--- config.mk ---
export PLATFORM = sky130hd
export DESIGN_NAME = linear_array_queue_unit
export DESIGN_NICKNAME = d
export VERILOG_FILES = /design/src/rtl/laq_pkg.sv /design/src/rtl/laq_ram.sv /design/src/rtl/laq_ctrl.sv /design/src/rtl/laq_dp.sv /design/src/rtl/linear_array_queue_unit.sv
export SDC_FILE = /design/constraint.sdc
export NUM_CORES = 2
export LEC_CHECK = 0
export ABC_AREA = 1
export BUFFER_PORTS_ARGS = -buffer_cell sky130_fd_sc_hd__clkbuf_2
export CAP_MARGIN = 0
export CORE_ASPECT_RATIO = 1.5
export CORE_UTILIZATION = 45
export DETAILED_ROUTE_END_ITERATION = 8
export SLEW_MARGIN = 15
export SYNTH_ARGS = -nofsm -noshare
export SYNTH_HDL_FRONTEND = slang
export SYNTH_SLANG_ARGS = --single-unit
--- constraint.sdc ---
create_clock -name aclk -period 5.6 [get_ports aclk]
set_input_delay 0.56 -clock aclk [delete_from_list [all_inputs] [get_ports aclk]]
set_output_delay 0.56 -clock aclk [all_outputs]
set_load 0.005 [all_outputs]
--- src/rtl/laq_pkg.sv ---
// Shared types, codes and constants for the linear array queue.
package laq_pkg;

    localparam int DEPTH_DEF = 64;
    localparam int DATA_W    = 32;
    localparam int CAP_W     = 7;
    localparam int REQ_W     = 2;
    localparam int STAT_W    = 2;
    localparam logic [CAP_W-1:0] CAP_RESET = 7'd64;

    typedef enum logic [REQ_W-1:0] {
        REQ_ENQ  = 2'd0,
        REQ_DEQ  = 2'd1,
        REQ_DISP = 2'd2
    } req_t;

    typedef enum logic [STAT_W-1:0] {
        STAT_OK        = 2'd0,
        STAT_OVERFLOW  = 2'd1,
        STAT_UNDERFLOW = 2'd2,
        STAT_EMPTY     = 2'd3
    } stat_t;

    typedef enum logic [2:0] {
        ST_IDLE,
        ST_DECIDE,
        ST_DEQ_OUT,
        ST_WALK_OUT,
        ST_EMIT
    } state_t;

    // Controller to datapath
    typedef struct packed {
        logic  latch_req;
        logic  enq_commit;
        logic  deq_commit;
        logic  walk_start;
        logic  walk_next;
        logic  out_load;
        stat_t out_status;
        logic  out_use_rdata;
        logic  out_last;
    } laq_cmd_t;

    // Datapath to controller
    typedef struct packed {
        req_t req;
        logic empty;
        logic enq_ovf;
        logic out_free;
        logic walk_last;
    } laq_sts_t;

endpackage

--- src/rtl/laq_ram.sv ---
// Generic single-write, single-read RAM with registered read data.
module laq_ram #(
    parameter int WIDTH = 32,
    parameter int DEPTH = 64
) (
    input  logic                     aclk,
    input  logic                     we,
    input  logic [$clog2(DEPTH)-1:0] waddr,
    input  logic [WIDTH-1:0]         wdata,
    input  logic                     re,
    input  logic [$clog2(DEPTH)-1:0] raddr,
    output logic [WIDTH-1:0]         rdata
);

    logic [WIDTH-1:0] mem [DEPTH];
    logic [WIDTH-1:0] rdata_reg;

    always_ff @(posedge aclk) begin
        if (we) begin
            mem[waddr] <= wdata;
        end
        if (re) begin
            rdata_reg <= mem[raddr];
        end
    end

    assign rdata = rdata_reg;

endmodule

--- src/rtl/laq_ctrl.sv ---
// Request sequencer for the linear array queue.
module laq_ctrl (
    input  logic              aclk,
    input  logic              aresetn,
    input  logic              s_valid,
    output logic              s_ready,
    input  laq_pkg::laq_sts_t sts,
    output laq_pkg::laq_cmd_t cmd
);
    import laq_pkg::*;

    state_t state_reg, state_next;
    stat_t  emit_reg, emit_next;

    always_ff @(posedge aclk) begin
        if (!aresetn) begin
            state_reg <= ST_IDLE;
            emit_reg  <= STAT_OK;
        end else begin
            state_reg <= state_next;
            emit_reg  <= emit_next;
        end
    end

    always_comb begin
        logic  quick;
        stat_t quick_code;
        state_next = state_reg;
        emit_next  = emit_reg;
        cmd        = '0;
        quick      = 1'b0;
        quick_code = STAT_OK;
        s_ready    = (state_reg == ST_IDLE);
        case (state_reg)
            ST_IDLE: begin
                if (s_valid) begin
                    cmd.latch_req = 1'b1;
                    state_next    = ST_DECIDE;
                end
            end
            ST_DECIDE: begin
                case (sts.req)
                    REQ_ENQ: begin
                        quick          = 1'b1;
                        quick_code     = sts.enq_ovf ? STAT_OVERFLOW : STAT_OK;
                        cmd.enq_commit = !sts.enq_ovf;
                    end
                    REQ_DEQ: begin
                        if (sts.empty) begin
                            quick      = 1'b1;
                            quick_code = STAT_UNDERFLOW;
                        end else begin
                            cmd.deq_commit = 1'b1;
                            state_next     = ST_DEQ_OUT;
                        end
                    end
                    REQ_DISP: begin
                        if (sts.empty) begin
                            quick      = 1'b1;
                            quick_code = STAT_EMPTY;
                        end else begin
                            cmd.walk_start = 1'b1;
                            state_next     = ST_WALK_OUT;
                        end
                    end
                    default: begin
                        // unknown request: drop without a result
                        state_next = ST_IDLE;
                    end
                endcase
                if (quick) begin
                    if (sts.out_free) begin
                        cmd.out_load   = 1'b1;
                        cmd.out_status = quick_code;
                        cmd.out_last   = 1'b1;
                        state_next     = ST_IDLE;
                    end else begin
                        emit_next  = quick_code;
                        state_next = ST_EMIT;
                    end
                end
            end
            ST_DEQ_OUT: begin
                if (sts.out_free) begin
                    cmd.out_load      = 1'b1;
                    cmd.out_status    = STAT_OK;
                    cmd.out_use_rdata = 1'b1;
                    cmd.out_last      = 1'b1;
                    state_next        = ST_IDLE;
                end
            end
            ST_WALK_OUT: begin
                if (sts.out_free) begin
                    cmd.out_load      = 1'b1;
                    cmd.out_status    = STAT_OK;
                    cmd.out_use_rdata = 1'b1;
                    cmd.out_last      = sts.walk_last;
                    if (sts.walk_last) begin
                        state_next = ST_IDLE;
                    end else begin
                        cmd.walk_next = 1'b1;
                    end
                end
            end
            ST_EMIT: begin
                if (sts.out_free) begin
                    cmd.out_load   = 1'b1;
                    cmd.out_status = emit_reg;
                    cmd.out_last   = 1'b1;
                    state_next     = ST_IDLE;
                end
            end
            default: begin
                state_next = ST_IDLE;
            end
        endcase
    end

    a_load_only_when_free: assert property (@(posedge aclk) disable iff (!aresetn)
        cmd.out_load |-> sts.out_free)
        else $error("result loaded over a pending beat");

    a_accept_starts_decide: assert property (@(posedge aclk) disable iff (!aresetn)
        (s_valid && s_ready) |=> (state_reg == ST_DECIDE))
        else $error("accepted request not decoded");

    a_one_memory_op: assert property (@(posedge aclk) disable iff (!aresetn)
        $countones({cmd.enq_commit, cmd.deq_commit, cmd.walk_start, cmd.walk_next}) <= 1)
        else $error("conflicting queue commands");

endmodule

--- src/rtl/laq_dp.sv ---
// Datapath: queue indices, capacity register, store and result register.
module laq_dp #(
    parameter int DEPTH = laq_pkg::DEPTH_DEF
) (
    input  logic                              aclk,
    input  logic                              aresetn,
    input  logic [laq_pkg::REQ_W-1:0]         s_req_type,
    input  logic signed [laq_pkg::DATA_W-1:0] s_item_value,
    input  logic                              cfg_valid,
    input  logic [laq_pkg::CAP_W-1:0]         cfg_data,
    output logic                              m_valid,
    input  logic                              m_ready,
    output logic [laq_pkg::STAT_W-1:0]        m_status,
    output logic signed [laq_pkg::DATA_W-1:0] m_data_out,
    output logic                              m_last,
    input  laq_pkg::laq_cmd_t                 cmd,
    output laq_pkg::laq_sts_t                 sts
);
    import laq_pkg::*;

    localparam int IDX_W = $clog2(DEPTH);
    localparam logic [CAP_W-1:0] DEPTH_C = CAP_W'(DEPTH);

    logic [CAP_W-1:0]  cap_reg;
    logic [IDX_W-1:0]  head_reg, tail_reg, walk_reg;
    logic              empty_reg;
    req_t              req_reg;
    logic [DATA_W-1:0] item_reg;

    logic              m_valid_reg;
    stat_t             m_status_reg;
    logic [DATA_W-1:0] m_data_reg;
    logic              m_last_reg;

    logic [CAP_W-1:0]  cap_eff;
    logic [CAP_W-1:0]  tail_inc;
    logic              ram_we, ram_re;
    logic [IDX_W-1:0]  ram_waddr, ram_raddr;
    logic [DATA_W-1:0] ram_rdata;

    assign cap_eff  = (cap_reg > DEPTH_C) ? DEPTH_C : cap_reg;
    assign tail_inc = {{(CAP_W-IDX_W){1'b0}}, tail_reg} + CAP_W'(1);

    assign sts.req       = req_reg;
    assign sts.empty     = empty_reg;
    assign sts.enq_ovf   = empty_reg ? (cap_reg == '0) : (tail_inc >= cap_eff);
    assign sts.out_free  = !m_valid_reg || m_ready;
    assign sts.walk_last = (walk_reg == tail_reg);

    assign ram_we    = cmd.enq_commit;
    assign ram_waddr = empty_reg ? '0 : tail_inc[IDX_W-1:0];
    assign ram_re    = cmd.deq_commit || cmd.walk_start || cmd.walk_next;
    assign ram_raddr = cmd.walk_next ? walk_reg + IDX_W'(1) : head_reg;

    laq_ram #(
        .WIDTH (DATA_W),
        .DEPTH (DEPTH)
    ) u_store (
        .aclk  (aclk),
        .we    (ram_we),
        .waddr (ram_waddr),
        .wdata (item_reg),
        .re    (ram_re),
        .raddr (ram_raddr),
        .rdata (ram_rdata)
    );

    always_ff @(posedge aclk) begin
        if (!aresetn) begin
            cap_reg     <= CAP_RESET;
            head_reg    <= '0;
            tail_reg    <= '0;
            empty_reg   <= 1'b1;
            m_valid_reg <= 1'b0;
        end else begin
            if (cfg_valid) begin
                cap_reg <= cfg_data;
            end
            if (cmd.enq_commit) begin
                empty_reg <= 1'b0;
                if (empty_reg) begin
                    head_reg <= '0;
                    tail_reg <= '0;
                end else begin
                    tail_reg <= tail_inc[IDX_W-1:0];
                end
            end
            if (cmd.deq_commit) begin
                // last value out: back to the start state
                if (head_reg >= tail_reg) begin
                    head_reg  <= '0;
                    tail_reg  <= '0;
                    empty_reg <= 1'b1;
                end else begin
                    head_reg <= head_reg + IDX_W'(1);
                end
            end
            if (cmd.out_load) begin
                m_valid_reg <= 1'b1;
            end else if (m_ready) begin
                m_valid_reg <= 1'b0;
            end
        end
    end

    always_ff @(posedge aclk) begin
        if (cmd.latch_req) begin
            req_reg  <= req_t'(s_req_type);
            item_reg <= s_item_value;
        end
        if (cmd.walk_start) begin
            walk_reg <= head_reg;
        end else if (cmd.walk_next) begin
            walk_reg <= walk_reg + IDX_W'(1);
        end
        if (cmd.out_load) begin
            m_status_reg <= cmd.out_status;
            m_data_reg   <= cmd.out_use_rdata ? ram_rdata : '0;
            m_last_reg   <= cmd.out_last;
        end
    end

    assign m_valid    = m_valid_reg;
    assign m_status   = m_status_reg;
    assign m_data_out = m_data_reg;
    assign m_last     = m_last_reg;

    a_head_not_past_tail: assert property (@(posedge aclk) disable iff (!aresetn)
        !empty_reg |-> (head_reg <= tail_reg))
        else $error("head index beyond tail");

    a_empty_at_start: assert property (@(posedge aclk) disable iff (!aresetn)
        empty_reg |-> (head_reg == '0 && tail_reg == '0))
        else $error("empty queue not at start state");

    a_tail_in_capacity: assert property (@(posedge aclk) disable iff (!aresetn)
        $rose(cmd.enq_commit) && !empty_reg |-> (tail_inc < cap_eff))
        else $error("enqueue past capacity");

    a_walk_in_range: assert property (@(posedge aclk) disable iff (!aresetn)
        cmd.walk_next |-> (walk_reg < tail_reg))
        else $error("display walk beyond tail");

endmodule

--- src/rtl/linear_array_queue_unit.sv ---
// Top level of the linear array queue: controller, datapath and store.
//
// Input channel s_*: one request per beat, s_req_type selects enqueue,
// dequeue or display; s_item_value is used by enqueue only. Result channel
// m_*: status, data and a last flag on the final beat of each request.
// Configuration channel cfg_*: capacity write, always ready; write it only
// while the block is idle.
//
// One request is handled at a time. Enqueue, and any request that ends in
// an error status, loads its result in the decide state, or from the emit
// state while the output register still holds a beat; dequeue loads it from
// the dequeue-output state, after the registered read of the store. Display
// walks the store from head to tail, one beat per cycle after the first read
// while m_ready does not stall. Results sit in an output register; a stall on
// m_ready holds that beat and the sequencer waits to load the next one.
//
// Reset clears head, tail and the result valid flag, marks the queue empty
// and sets capacity to 64. Store contents are not cleared.
module linear_array_queue_unit #(
    parameter int DEPTH = laq_pkg::DEPTH_DEF
) (
    input  logic                              aclk,
    input  logic                              aresetn,
    input  logic                              s_valid,
    output logic                              s_ready,
    input  logic [laq_pkg::REQ_W-1:0]         s_req_type,
    input  logic signed [laq_pkg::DATA_W-1:0] s_item_value,
    output logic                              m_valid,
    input  logic                              m_ready,
    output logic [laq_pkg::STAT_W-1:0]        m_status,
    output logic signed [laq_pkg::DATA_W-1:0] m_data_out,
    output logic                              m_last,
    input  logic                              cfg_valid,
    output logic                              cfg_ready,
    input  logic [laq_pkg::CAP_W-1:0]         cfg_data
);
    import laq_pkg::*;

    laq_cmd_t cmd;
    laq_sts_t sts;

    assign cfg_ready = 1'b1;

    laq_ctrl u_ctrl (
        .aclk    (aclk),
        .aresetn (aresetn),
        .s_valid (s_valid),
        .s_ready (s_ready),
        .sts     (sts),
        .cmd     (cmd)
    );

    laq_dp #(
        .DEPTH (DEPTH)
    ) u_dp (
        .aclk         (aclk),
        .aresetn      (aresetn),
        .s_req_type   (s_req_type),
        .s_item_value (s_item_value),
        .cfg_valid    (cfg_valid),
        .cfg_data     (cfg_data),
        .m_valid      (m_valid),
        .m_ready      (m_ready),
        .m_status     (m_status),
        .m_data_out   (m_data_out),
        .m_last       (m_last),
        .cmd          (cmd),
        .sts          (sts)
    );

endmodule

==> impl_metrics.toml <==
[place]
dpl.cell_count = 11800
port_buffers = 82
place_hpwl_um = 153000
gp_congestion = 0.893

[sta]
period_minus_slack_ns = 4.50
slew_headroom = 0.260
hold_viol = 0
tightestPinTransition_ns = 1.11
rsz0062_at_grt = "false"
setup_tns_ns = 0
fmax_mhz = 222
fin_crit_sh = 0.804
skew_ns = 0.0318
slew_violations = 0
finalSetupViolations = 0

[global_routing]
grt-ovfl-total = 0
grt_usage = 0.257
grt_antenna_before_repair = 8
grt_pass1_wl_um = 406000
grt_pass1_vias = 62900
grt_max_degree = 129

[die]
ios = 84
core_area_um2 = 210000
rows = 206
die_area_um2 = 214000
die_w_um = 378
start_util = 0.454
dieHeight_um = 566

[yosys]
synth_top_family_by_area = "simple AND/OR/NAND/NOR gates"
synth_seq_area_share = 0.685
synth-seq-cells = 2181
synth_compound_area_frac = 0.00439
ys_async_sr_fraction = 0
synth_xor_area_frac = 0.000643
synth-simple-area-share = 0.202
avgSynthCellArea_um2 = 10.4
syn_inst = 9160
synth_nets = 9226
synthMuxAreaShare = 0
netlist_area_um2 = 95300
ys.flop_type = "edfxtp_1"
synth_edf_count = 2155
synthAdderAreaFrac = 0.00263
yosysUniqueCellTypes = 38
yosys_warnings = 0

[pwr]
power_density_nw_per_um2 = 349
power.leakage_nw = 44.7
vdd_drop_max_mv = 0.253

[clock_network]
clockBufferDepth = 4
clock_latency_ns = 0.85
path_clk_slew_ns = 0.07
h-tree-depth = 4
cts_buffers = 210
cts_resized = 0
root_buffer = "clkbuf_16"
cts_tree = "done"
cts_sinks = 2181

[setup_path]
required_ns = 6.12
r2r_slack_ns = 1.10
path_class = "reg2reg"
cp.arrival_ns = 5.03
rr_worst_depth = 16
worst-path-max-fanout = 13
timing.rr.start = "u_dp.tail_reg[0]"
critPathCaptureType = "flip-flop"
worstReg2RegEnd = "u_dp.u_store.mem[45][3]"
cp-start-kind = "flip-flop"

[worst_hold_path]
hp-class = "in2reg"
min_path_cells = 3
hold_start = "cfg_valid"
worstHoldEndpoint = "u_dp.cap_reg[1]"

[layout]
area_growth_pct = 12.1
drive_gt1_frac = 0.0713
largest-register = "u_dp.u_store.mem"
nNetsFinal = 9322
fillers = 18400
instances_no_fill = 12200
largest_reg_flops = 2048

[status]
status = "complete, no violations"

[drt]
drt_iter0_drc = 6517
wl_um = 277000
drc = 0
via_per_inst = 5.31
drt_pass1_iterations = 5
antenna_left = 0
vias = 64900
route.detailed.wl_per_inst_um = 22.7

[flow_run]
maxCapViolCount = 0
kinds of logic (layout without fill, tap and decap cells):
logic type | count (synthesis) | after routing
simple gates | 4389 | 4389
buf+inv | 2489 | 2741
flops | 2181 | 2181
compound gates | 73 | 73
fa+ha+maj | 20 | 20
xor+xnor | 7 | 7
other cells | 1 | 4
power breakdown:
| part | total [mW] | switching, mW | internal (mW) |
|---|---|---|---|
| Clock | 13.6 | 6.05 | 7.56 |
| Sequential | 18.9 | 0.107 | 18.8 |
| Combinational | 4.76 | 3.66 | 1.10 |
stage by stage:
stage / power [mW] / util / cell area [um2] / setup WS, ns / hold slack (ns)
2_1_floorplan: 21.8 / - / 95300 / 1.18 / 0.449
3_5_place_dp: 23.9 / 0.476 / 100000 / 1.21 / 0.490
5_1_grt: 38.3 / 0.508 / 107000 / 0.760 / 0.0934
3_3_place_gp: 23.9 / 0.476 / 100000 / 1.06 / 0.473
4_1_cts: 37.4 / 0.508 / 107000 / 1.17 / 0.0404
6_report: 37.3 / 0.508 / 107000 / 1.10 / 0.104
synthesized netlist by cell type, drive strengths merged, types with 3 or more instances:
master / n / area, um2
nor3: 5 / 25.0
nand3: 2168 / 10900
clkbuf: 95 / 357
a21oi: 27 / 135
buf: 380 / 2130
ha: 20 / 250
xor2: 7 / 61.3
o31ai: 3 / 22.5
inv: 2013 / 7560
o21ai: 33 / 180
nand3b: 4 / 30.0
edfxtp: 2155 / 64700
nor2: 144 / 553
dfxtp: 26 / 521
nand2: 2061 / 7770
o211ai: 5 / 37.5
nand4: 5 / 31.3
layer usage:
layer,share of wire,track usage,up-vias,routed length (um)
met5,0.000097,0,-,27
met4,0.044,0.108,4,12100
met3,0.073,0.0347,588,20300
met2,0.49,0.444,2764,137000
met1,0.39,0.325,31600,107000
li1,-,-,29900,-
worst max path at each step:
stage                startpoint                       end  slack, ns  depth (start not counted)
2_1_floorplan  u_dp.tail_reg[0]   u_dp.u_store.mem[10][0]       1.18                         15
3_3_place_gp   u_dp.tail_reg[0]   u_dp.u_store.mem[45][0]       1.06                         16
3_5_place_dp   u_dp.tail_reg[0]  u_dp.u_store.mem[45][27]       1.21                         16
4_1_cts        u_dp.tail_reg[0]  u_dp.u_store.mem[45][27]       1.17                         16
5_1_grt        u_dp.tail_reg[0]  u_dp.u_store.mem[45][29]       0.76                         16
6_report       u_dp.tail_reg[0]   u_dp.u_store.mem[45][3]       1.10                         16
layout by cell type, fill, tap and decap left out, types with 42 or more instances in the layout:
cell type and count:
nor2_1 76, edfxtp_1 2155, inv_1 2007, nand3_1 2164
dlygate4sd3_1 42, buf_4 162, clkbuf_1 47, clkbuf_2 82
nand2_1 2054, clkbuf_16 211, nor2_4 66, clkinv_1 58
buf_12 72
what timing repair did:
| action | 4_1_cts | 5_1_grt |
|---|---|---|
| endpoints found under the hold margin | 41 | 0 |
| setup buffers | 0 | 0 |
| hold buffers | 42 | 0 |
cell type report:
cell class                 instances  area, um2  share of cell area
timing repair buffer             359       3500              0.0328
multi-input combinational       4490      20600               0.193
inverter                        2014       7580              0.0709
antenna                            3       7.51           0.0000703
clock buffer                     258       5460              0.0511
clock inverter                   110        881             0.00825
tap                             2808       3510              0.0329
sequential                      2181      65200               0.611
critical path, stage by stage (launching register included):
cell and delay [ns]:
dfxtp_1 0.62, nand4_1 0.21, nor2_1 0.15, xor2_1 0.26, inv_1 0.10, ha_1 0.29
nand2_1 0.09, inv_1 0.06, nand4_1 0.09, o211ai_1 0.10, o31ai_1 0.27, nand2_1 0.24
inv_1 0.35, nand3_1 0.14, buf_4 0.26, nor2_4 0.56, buf_4 0.35
Note: power is estimated with default switching activity, not from simulation.
